## config.mk

```make
export PLATFORM = sky130hd
export DESIGN_NAME = cookie_header_tokenizer
export DESIGN_NICKNAME = d
export VERILOG_FILES = /design/src/hw/rtl/cht_pkg.sv /design/src/hw/rtl/cookie_header_tokenizer.sv /design/src/hw/rtl/cht_ram.sv /design/src/hw/rtl/cht_seq.sv
export SDC_FILE = /design/constraint.sdc
export NUM_CORES = 1
export LEC_CHECK = 0
export BUFFER_PORTS_ARGS = -buffer_cell sky130_fd_sc_hd__buf_2
export CAP_MARGIN = 20
export CORE_MARGIN = 1.5
export CORE_UTILIZATION = 35
export DETAILED_ROUTE_END_ITERATION = 12
export HOLD_SLACK_MARGIN = 0.12
export PLACE_DENSITY = 0.52
export RECOVER_POWER = 50
export SLEW_MARGIN = 0
export SYNTH_ARGS = -nofsm -noshare
export SYNTH_HDL_FRONTEND = slang
export SYNTH_SLANG_ARGS = --single-unit
```

## constraint.sdc

```tcl
create_clock -name clk -period 4 [get_ports clk]
set_clock_uncertainty 0.1 [all_clocks]
set_input_delay 0.6 -clock clk [delete_from_list [all_inputs] [get_ports clk]]
set_output_delay 0.6 -clock clk [all_outputs]
set_load 0.02 [all_outputs]
```

## src/hw/rtl/cht_pkg.sv

```systemverilog
// Cookie header tokenizer package: beat types, result kinds, parse modes,
// sequencer states and character constants. No dependencies.
`default_nettype none

package cht_pkg;

  localparam int CHT_NAME_MAX       = 64;
  localparam int CHT_SPACE_HOLD_MAX = 16;

  localparam logic [7:0] CH_SPACE = 8'h20;
  localparam logic [7:0] CH_TAB   = 8'h09;
  localparam logic [7:0] CH_SEMI  = 8'h3B;
  localparam logic [7:0] CH_EQ    = 8'h3D;

  localparam logic [1:0] KIND_NAME     = 2'd0;
  localparam logic [1:0] KIND_VALUE    = 2'd1;
  localparam logic [1:0] KIND_PAIR_END = 2'd2;
  localparam logic [1:0] KIND_HDR_END  = 2'd3;

  typedef enum logic [1:0] {
    MODE_SKIP,
    MODE_NAME,
    MODE_VALUE,
    MODE_STOP
  } mode_t;

  typedef enum logic [2:0] {
    ST_IDLE,
    ST_NAME_RD,
    ST_NAME_OUT,
    ST_SPACE_OUT,
    ST_BYTE_OUT,
    ST_PAIR_END,
    ST_HDR_END
  } state_t;

  typedef struct packed {
    logic [7:0] header_byte;
    logic       header_end;
  } in_item_t;

  typedef struct packed {
    logic [7:0] out_byte;
    logic [1:0] kind;
    logic       name_overflow;
    logic       run_last;
  } res_t;

  typedef struct packed {
    logic valid;
    res_t res;
  } emit_t;

  function automatic logic is_ws(input logic [7:0] b);
    return (b == CH_SPACE) || (b == CH_TAB);
  endfunction

endpackage

`default_nettype wire

```

## src/hw/rtl/cookie_header_tokenizer.sv

```systemverilog
// Cookie header tokenizer top level. A value or marker result goes from the
// sequencer state register into the output register; a name byte is first read
// from the name RAM, then emitted. A beat with no result is taken in idle; after
// other beats, no beat is taken until each held blank, byte or marker is emitted.
// Reset: synchronous active-low rst_n clears the sequencer and output valid;
// the name RAM is not cleared, only entries below the fill count are read.
`default_nettype none

module cookie_header_tokenizer import cht_pkg::*; #(
  parameter int NAME_MAX       = CHT_NAME_MAX,
  parameter int SPACE_HOLD_MAX = CHT_SPACE_HOLD_MAX
) (
  input  wire logic     clk,
  input  wire logic     rst_n,
  input  wire logic     in_valid,
  output logic          in_ready,
  input  wire in_item_t in_data,
  output logic          out_valid,
  input  wire logic     out_ready,
  output res_t          out_data
);

  logic  out_valid_r;
  res_t  out_data_r;
  logic  emit_ok;
  emit_t emit_bus;

  // load a new result when the output register is empty or draining
  assign emit_ok = !out_valid_r || out_ready;

  cht_seq #(
    .NAME_MAX       (NAME_MAX),
    .SPACE_HOLD_MAX (SPACE_HOLD_MAX)
  ) u_seq (
    .clk      (clk),
    .rst_n    (rst_n),
    .in_valid (in_valid),
    .in_ready (in_ready),
    .in_data  (in_data),
    .emit_ok  (emit_ok),
    .emit     (emit_bus)
  );

  always_ff @(posedge clk) begin
    if (!rst_n) begin
      out_valid_r <= 1'b0;
    end else if (emit_bus.valid) begin
      out_valid_r <= 1'b1;
    end else if (out_ready) begin
      out_valid_r <= 1'b0;
    end
  end

  always_ff @(posedge clk) begin
    if (emit_bus.valid) begin
      out_data_r <= emit_bus.res;
    end
  end

  assign out_valid = out_valid_r;
  assign out_data  = out_data_r;

`ifndef SYNTH
  a_no_emit_while_ready: assert property (@(posedge clk) disable iff (!rst_n)
    in_ready |-> !emit_bus.valid)
    else $error("result emitted while sequencer idle");

  a_end_busy: assert property (@(posedge clk) disable iff (!rst_n)
    in_valid && in_ready && in_data.header_end |=> !in_ready)
    else $error("header end beat did not start emission");

  a_hdr_end_last: assert property (@(posedge clk) disable iff (!rst_n)
    out_valid && (out_data.kind == KIND_HDR_END) |->
      out_data.run_last && (out_data.out_byte == 8'h00))
    else $error("header end result malformed");
`endif

endmodule

`default_nettype wire

```

## src/hw/rtl/cht_ram.sv

```systemverilog
// Generic single-write, single-read RAM with registered read data.
// Standalone; no package dependency.
`default_nettype none

module cht_ram #(
  parameter int WIDTH = 8,
  parameter int DEPTH = 64,
  parameter int AW    = (DEPTH > 1) ? $clog2(DEPTH) : 1
) (
  input  wire logic             clk,
  input  wire logic             we,
  input  wire logic [AW-1:0]    waddr,
  input  wire logic [WIDTH-1:0] wdata,
  input  wire logic             re,
  input  wire logic [AW-1:0]    raddr,
  output logic      [WIDTH-1:0] rdata
);

  logic [WIDTH-1:0] mem [DEPTH];

  always_ff @(posedge clk) begin
    if (we) begin
      mem[waddr] <= wdata;
    end
    if (re) begin
      rdata <= mem[raddr];
    end
  end

endmodule

`default_nettype wire

```

## src/hw/rtl/cht_seq.sv

```systemverilog
// Tokenizer sequencer: parse mode tracking, name buffer, held whitespace and
// one-result-per-step emission. Depends on cht_pkg and cht_ram.
`default_nettype none

module cht_seq import cht_pkg::*; #(
  parameter int NAME_MAX       = CHT_NAME_MAX,
  parameter int SPACE_HOLD_MAX = CHT_SPACE_HOLD_MAX
) (
  input  wire logic     clk,
  input  wire logic     rst_n,
  input  wire logic     in_valid,
  output logic          in_ready,
  input  wire in_item_t in_data,
  input  wire logic     emit_ok,
  output emit_t         emit
);

  localparam int NC_W = $clog2(NAME_MAX + 1);
  localparam int AW   = (NAME_MAX > 1) ? $clog2(NAME_MAX) : 1;
  localparam int SC_W = $clog2(SPACE_HOLD_MAX + 1);

  state_t                    state_r, state_nxt;
  mode_t                     mode_r, mode_nxt;
  logic [NC_W-1:0]           name_cnt_r, name_cnt_nxt;
  logic [NC_W-1:0]           trim_cnt_r, trim_cnt_nxt;
  logic [NC_W-1:0]           idx_r, idx_nxt;
  logic [SC_W-1:0]           sp_cnt_r, sp_cnt_nxt;
  logic [SPACE_HOLD_MAX-1:0] sp_kinds_r, sp_kinds_nxt;
  logic                      ovf_r, ovf_nxt;
  logic                      pair_r, pair_nxt;
  logic                      hdr_pend_r, hdr_pend_nxt;
  logic [7:0]                byte_r, byte_nxt;

  logic       accept;
  logic [7:0] b;
  logic       e;
  logic       ws;
  logic       semi;
  logic       eq;
  logic       in_name_grp;
  logic       sep_skip;
  logic       take_name_byte;
  logic       name_full;
  logic       go_name;
  logic       go_value;
  logic       semi_pair;
  logic       name_last;

  logic            ram_we;
  logic            ram_re;
  logic [7:0]      ram_rdata;

  assign accept      = in_valid && in_ready;
  assign b           = in_data.header_byte;
  assign e           = in_data.header_end;
  assign ws          = is_ws(b);
  assign semi        = (b == CH_SEMI);
  assign eq          = (b == CH_EQ);
  assign in_name_grp = (mode_r == MODE_SKIP) || (mode_r == MODE_NAME);
  assign sep_skip    = (mode_r == MODE_SKIP) && (ws || semi);
  assign name_full   = (name_cnt_r == NC_W'(NAME_MAX));

  assign take_name_byte = !e && in_name_grp && !sep_skip && !semi && !eq;
  assign go_name        = !e && in_name_grp && !sep_skip && eq && (trim_cnt_r != '0);
  assign go_value       = !e && (mode_r == MODE_VALUE) && pair_r && !semi && !ws;
  assign semi_pair      = !e && (mode_r == MODE_VALUE) && pair_r && semi;
  assign name_last      = ((idx_r + NC_W'(1)) == trim_cnt_r);

  cht_ram #(
    .WIDTH (8),
    .DEPTH (NAME_MAX),
    .AW    (AW)
  ) u_name_ram (
    .clk   (clk),
    .we    (ram_we),
    .waddr (name_cnt_r[AW-1:0]),
    .wdata (b),
    .re    (ram_re),
    .raddr (idx_r[AW-1:0]),
    .rdata (ram_rdata)
  );

  // Next state
  always_comb begin
    state_nxt = state_r;
    unique case (state_r)
      ST_IDLE: begin
        if (accept) begin
          if (e) begin
            state_nxt = ((mode_r == MODE_VALUE) && pair_r) ? ST_PAIR_END : ST_HDR_END;
          end else if (go_name) begin
            state_nxt = ST_NAME_RD;
          end else if (go_value) begin
            state_nxt = (sp_cnt_r != '0) ? ST_SPACE_OUT : ST_BYTE_OUT;
          end else if (semi_pair) begin
            state_nxt = ST_PAIR_END;
          end
        end
      end
      ST_NAME_RD: state_nxt = ST_NAME_OUT;
      ST_NAME_OUT: begin
        if (emit_ok) begin
          state_nxt = name_last ? ST_IDLE : ST_NAME_RD;
        end
      end
      ST_SPACE_OUT: begin
        if (emit_ok && (sp_cnt_r == SC_W'(1))) begin
          state_nxt = ST_BYTE_OUT;
        end
      end
      ST_BYTE_OUT: begin
        if (emit_ok) begin
          state_nxt = ST_IDLE;
        end
      end
      ST_PAIR_END: begin
        if (emit_ok) begin
          state_nxt = hdr_pend_r ? ST_HDR_END : ST_IDLE;
        end
      end
      ST_HDR_END: begin
        if (emit_ok) begin
          state_nxt = ST_IDLE;
        end
      end
      default: state_nxt = ST_IDLE;
    endcase
  end

  // Outputs
  always_comb begin
    in_ready = 1'b0;
    ram_we   = 1'b0;
    ram_re   = 1'b0;
    emit     = '0;
    unique case (state_r)
      ST_IDLE: begin
        in_ready = 1'b1;
        ram_we   = accept && take_name_byte && !name_full;
      end
      ST_NAME_RD: ram_re = 1'b1;
      ST_NAME_OUT: begin
        emit.valid        = emit_ok;
        emit.res.out_byte = ram_rdata;
        emit.res.kind     = KIND_NAME;
        emit.res.run_last = name_last;
      end
      ST_SPACE_OUT: begin
        emit.valid        = emit_ok;
        emit.res.out_byte = sp_kinds_r[0] ? CH_TAB : CH_SPACE;
        emit.res.kind     = KIND_VALUE;
      end
      ST_BYTE_OUT: begin
        emit.valid        = emit_ok;
        emit.res.out_byte = byte_r;
        emit.res.kind     = KIND_VALUE;
        emit.res.run_last = 1'b1;
      end
      ST_PAIR_END: begin
        emit.valid             = emit_ok;
        emit.res.kind          = KIND_PAIR_END;
        emit.res.name_overflow = ovf_r;
        emit.res.run_last      = !hdr_pend_r;
      end
      ST_HDR_END: begin
        emit.valid        = emit_ok;
        emit.res.kind     = KIND_HDR_END;
        emit.res.run_last = 1'b1;
      end
      default: ;
    endcase
  end

  // Parse state update
  always_comb begin
    mode_nxt     = mode_r;
    name_cnt_nxt = name_cnt_r;
    trim_cnt_nxt = trim_cnt_r;
    idx_nxt      = idx_r;
    sp_cnt_nxt   = sp_cnt_r;
    sp_kinds_nxt = sp_kinds_r;
    ovf_nxt      = ovf_r;
    pair_nxt     = pair_r;
    hdr_pend_nxt = hdr_pend_r;
    byte_nxt     = byte_r;
    case (state_r)
      ST_IDLE: begin
        if (accept) begin
          if (e) begin
            hdr_pend_nxt = 1'b1;
          end else if (in_name_grp) begin
            if (sep_skip) begin
              // drop separator
            end else if (semi) begin
              mode_nxt = MODE_STOP;
            end else if (eq) begin
              pair_nxt     = (trim_cnt_r != '0);
              idx_nxt      = '0;
              sp_cnt_nxt   = '0;
              sp_kinds_nxt = '0;
              mode_nxt     = MODE_VALUE;
            end else begin
              mode_nxt = MODE_NAME;
              if (!name_full) begin
                name_cnt_nxt = name_cnt_r + NC_W'(1);
                if (!ws) begin
                  trim_cnt_nxt = name_cnt_r + NC_W'(1);
                end
              end else if (!ws) begin
                ovf_nxt      = 1'b1;
                trim_cnt_nxt = NC_W'(NAME_MAX);
              end
            end
          end else if (mode_r == MODE_VALUE) begin
            if (semi) begin
              mode_nxt = MODE_SKIP;
              // a named pair clears after its pair-end beat
              if (!pair_r) begin
                name_cnt_nxt = '0;
                trim_cnt_nxt = '0;
                sp_cnt_nxt   = '0;
                sp_kinds_nxt = '0;
                ovf_nxt      = 1'b0;
              end
            end else if (ws) begin
              if (pair_r && (sp_cnt_r < SC_W'(SPACE_HOLD_MAX))) begin
                sp_kinds_nxt = sp_kinds_r |
                               (SPACE_HOLD_MAX'(b == CH_TAB) << sp_cnt_r);
                sp_cnt_nxt   = sp_cnt_r + SC_W'(1);
              end
            end else if (pair_r) begin
              byte_nxt = b;
            end
          end
        end
      end
      ST_NAME_OUT: begin
        if (emit_ok) begin
          idx_nxt = idx_r + NC_W'(1);
        end
      end
      ST_SPACE_OUT: begin
        if (emit_ok) begin
          sp_kinds_nxt = sp_kinds_r >> 1;
          sp_cnt_nxt   = sp_cnt_r - SC_W'(1);
        end
      end
      ST_PAIR_END, ST_HDR_END: begin
        if (emit_ok) begin
          name_cnt_nxt = '0;
          trim_cnt_nxt = '0;
          sp_cnt_nxt   = '0;
          sp_kinds_nxt = '0;
          ovf_nxt      = 1'b0;
          pair_nxt     = 1'b0;
          if (state_r == ST_HDR_END) begin
            mode_nxt     = MODE_SKIP;
            hdr_pend_nxt = 1'b0;
          end
        end
      end
      default: ;
    endcase
  end

  always_ff @(posedge clk) begin
    if (!rst_n) begin
      state_r    <= ST_IDLE;
      mode_r     <= MODE_SKIP;
      name_cnt_r <= '0;
      trim_cnt_r <= '0;
      idx_r      <= '0;
      sp_cnt_r   <= '0;
      sp_kinds_r <= '0;
      ovf_r      <= 1'b0;
      pair_r     <= 1'b0;
      hdr_pend_r <= 1'b0;
    end else begin
      state_r    <= state_nxt;
      mode_r     <= mode_nxt;
      name_cnt_r <= name_cnt_nxt;
      trim_cnt_r <= trim_cnt_nxt;
      idx_r      <= idx_nxt;
      sp_cnt_r   <= sp_cnt_nxt;
      sp_kinds_r <= sp_kinds_nxt;
      ovf_r      <= ovf_nxt;
      pair_r     <= pair_nxt;
      hdr_pend_r <= hdr_pend_nxt;
    end
  end

  always_ff @(posedge clk) begin
    byte_r <= byte_nxt;
  end

endmodule

`default_nettype wire
```

==> impl_results.md <==
* Synthesis-to-finish area growth at 12.9%
* DR WL/cell at 26.0 um
* P_leak at 0.00822 uW
* Highest clock rate at 0.278 GHz
* DP Cell Count at 2254
* Met3 Track Usage GR at 3.52%
* Final Hold Vio Count at 0
* Final Cycle Share at 89.9%
* Gr ovfl total at 0
* Layout cell share with drive strength beyond 1 at 21.2%
* Die area at 70800 um2
* Startpoint Class: register
* RePlAce Congestion at 0.846
* Worst Hold Class: in -> reg
* Synth Net Count at 1365
* Tmin final at 3590 ps
* Top_reg_cell synth: edfxtp_1
* TNS Setup at 0 ps
* Cell Area, Synth at 24200 um2
* RSZ-0062 raised after global routing: false
* Kind of critical path: reg -> reg
* Post-layout worst setup margin at 406 ps
* H-tree depth at 2
* Initial core utilization at 35.3%
* Crit Path Max Fanout at 11
* Footprint of the multi-input gates at 6500 um2
* Pre-CTS setup slack at -107 ps
* DIE HEIGHT at 266 um
* Yosys warning count at 0
* Global routing's busiest layer: met2
* Cells after synthesis at 1345
* Violated checks: max-capacitance violations, max-slew violations
* CTS buffer count at 60
* Layout Nets at 1405
* Number of flops mapped to enable cells by yosys at 540
* # IOs at 27
* Number of fill cells in the layout at 6154
* Drt pass-1 iters at 6
* CP endpoint kind: register
* Worst-Margin Slew at 1980 ps
* Pwr Total at 15600 uW
* Worst EP required at 4150 ps
* Clk buf depth at 3
* Detailed-route via count at 12800
* Fin. max-slew vios at 342
* Final core utilization at 39.9%
* Distinct cells, synth at 75
* Largest net degree at the start of global routing at 68
* Clock-pin slew on the worst setup and hold paths at 70 ps
* Post-route DRC at 0
* Peak VDD IR at 287 uV
* Seq/Total Area, Yosys at 71.2%
* Async S/R FF share, synth at 0%
* M2 GR Usage at 26.7%
* Die Wd at 266 um
* CTS sink count at 591
* Slew margin rel. at -34.2%
* Final Non-Filler Cells at 2368
* CTS tree: done
* Routed Antenna Nets at 0
* Initial antenna violation count at 4
* DRT Wirelength at 61600 um
* Number of global-route vias before repair at 12900
* Total of max-cap violations at 6
* Num rows at 96
* IO buf count at 26
* Pwr dens at 570 nW/um2
* CP Data Arrival Time at 3740 ps
* First-pass GRT wire length at 91100 um
* Vias per cell at 5.39
* Root Buffer: clkbuf_16
* Placed wire-length estimate at 38300 um
* Skew-Pair Late Insertion Delay at 630 ps
* Core Region at 68600 um2
* # setup viols final at 0
* Synth Register Bits at 591
* Total GRT Usage at 17.7%
* Register Area at 17200 um2
* GR Util met1 at 26.2%
* Mean post-synth cell area at 18.0 um2
* DRT iter0 DRCs at 1468
* Status: complete, but fails checks
==> per-layer routing <==
layer / share of wire, % / vias up / wire (um)
met5: 0 / - / 0
met4: 2.3 / 0 / 1390
met3: 6.4 / 89 / 3940
met2: 45 / 427 / 27800
met1: 46 / 6706 / 28500
li1: - / 5545 / -
==> where the power goes <==
group / total [uW] / leakage [uW] / switching, uW / internal (uW)
sequential: 7070 / 0.00528 / 118 / 6950
clock: 5750 / 0.000979 / 2420 / 3330
combinational: 2780 / 0.00197 / 1700 / 1080
==> final timing paths <==
kind / start / endpoint / slack [ps] / cells after the start
worst max-delay path: u_seq.name_cnt_r[3]$_SDFFE_PN0P_ / u_seq.u_name_ram.mem[16][3]$_DFFE_PP_ / 410 / 5
worst min-delay path: rst_n / u_seq.sp_cnt_r[3]$_SDFFE_PN0P_ / 270 / 2
worst max register to register: u_seq.name_cnt_r[3]$_SDFFE_PN0P_ / u_seq.u_name_ram.mem[16][3]$_DFFE_PP_ / 410 / 5
worst min register to register: u_seq.sp_kinds_r[11]$_SDFFE_PN0P_ / u_seq.sp_kinds_r[11]$_SDFFE_PN0P_ / 380 / 1
==> timing repair <==
action                     4_1_cts  5_1_grt
setup buffers                    0        0
setup endpoints to repair        6      272
resized for setup                0        9
hold buffers                     0        0
==> registers in the layout, indices dropped and copies added, names as in the netlist <==
register                count
out_data                   12
u_seq.trim_cnt_r            7
u_seq.u_name_ram.mem      512
u_seq.hdr_pend_r            1
u_seq.name_cnt_r            7
u_seq.state_r               3
out_valid                   1
u_seq.pair_r                1
u_seq.u_name_ram.rdata      8
u_seq.sp_kinds_r           16
u_seq.mode_r                2
u_seq.ovf_r                 1
u_seq.byte_r                8
u_seq.idx_r                 7
u_seq.sp_cnt_r              5
==> synth_stat cells (4+ instances only) <==
master | number | area, um2
and3b_1 | 5 | 43.8
buf_4 | 9 | 67.6
dfxtp_1 | 51 | 1020
nand3_1 | 29 | 145
and3_1 | 9 | 56.3
mux4_2 | 147 | 3310
nor3_1 | 13 | 65.1
nand2_1 | 54 | 203
clkbuf_1 | 29 | 109
nor2_1 | 112 | 420
o2111ai_1 | 6 | 52.6
edfxtp_1 | 540 | 16200
o211ai_1 | 4 | 30.0
or3_1 | 7 | 43.8
a22o_1 | 18 | 158
o21ai_0 | 46 | 230
nor2b_1 | 12 | 75.1
a22oi_1 | 12 | 90.1
buf_6 | 8 | 90.1
o31ai_1 | 4 | 30.0
xor2_1 | 9 | 78.8
a21oi_1 | 35 | 175
nand4_1 | 7 | 43.8
o22ai_1 | 4 | 25.0
o21a_1 | 4 | 30.0
buf_2 | 21 | 105
buf_1 | 12 | 45.0
ha_1 | 7 | 87.6
mux2i_1 | 27 | 270
and2_1 | 4 | 25.0
xnor2_1 | 7 | 61.3
inv_1 | 10 | 37.5
a211oi_1 | 11 | 82.6
==> cell families after synthesis <==
logic type,synth area share [%]
adders and majority gates,0.362
buffers and inverters,2.07
DFF,71.2
muxes,15.2
and+or+nand+nor,5.91
xor gates and xnor gates,0.579
AOI/OAI and AO/OA,4.70
==> final cells by class <==
class	instances	area share [%]
flip-flops and latches	591	63.1
multi-input cells	661	23.8
clock buffers	78	5.97
well taps	931	4.26
clock inverters	35	1.39
repair buffers	59	1.37
inverters	12	0.183
diodes	1	0.00915
==> critical path, stage by stage, from the launching register on <==
cell       delay, ps
dfxtp_1          800
nor2_1           320
nand4_1          290
and3_2           520
nand4bb_1        460
nor2_1           720
==> layout by cell type, fill, tap and decap left out, types with 8 or more instances in the layout <==
cell type	instances
nor2b_1	12
a22o_1	18
nand2_1	54
clkbuf_16	62
buf_4	15
a211oi_1	11
nor2_2	8
clkinv_2	12
mux4_2	147
o21ai_0	46
edfxtp_1	540
nand3_1	29
nor2_1	104
clkbuf_1	40
clkbuf_2	8
nor3_1	13
and3_1	8
dfxtp_1	47
inv_1	10
a21oi_1	35
mux2i_1	27
a22oi_1	12
xor2_1	9
==> per-stage QoR <==
stage	hold WS, ps	cell area (um2)
floorplan	340	24200
global placement	351	25400
detailed placement	364	25400
CTS	233	27400
global route	263	27300
finish	265	27300
Note: power is estimated with default switching activity, not from simulation.
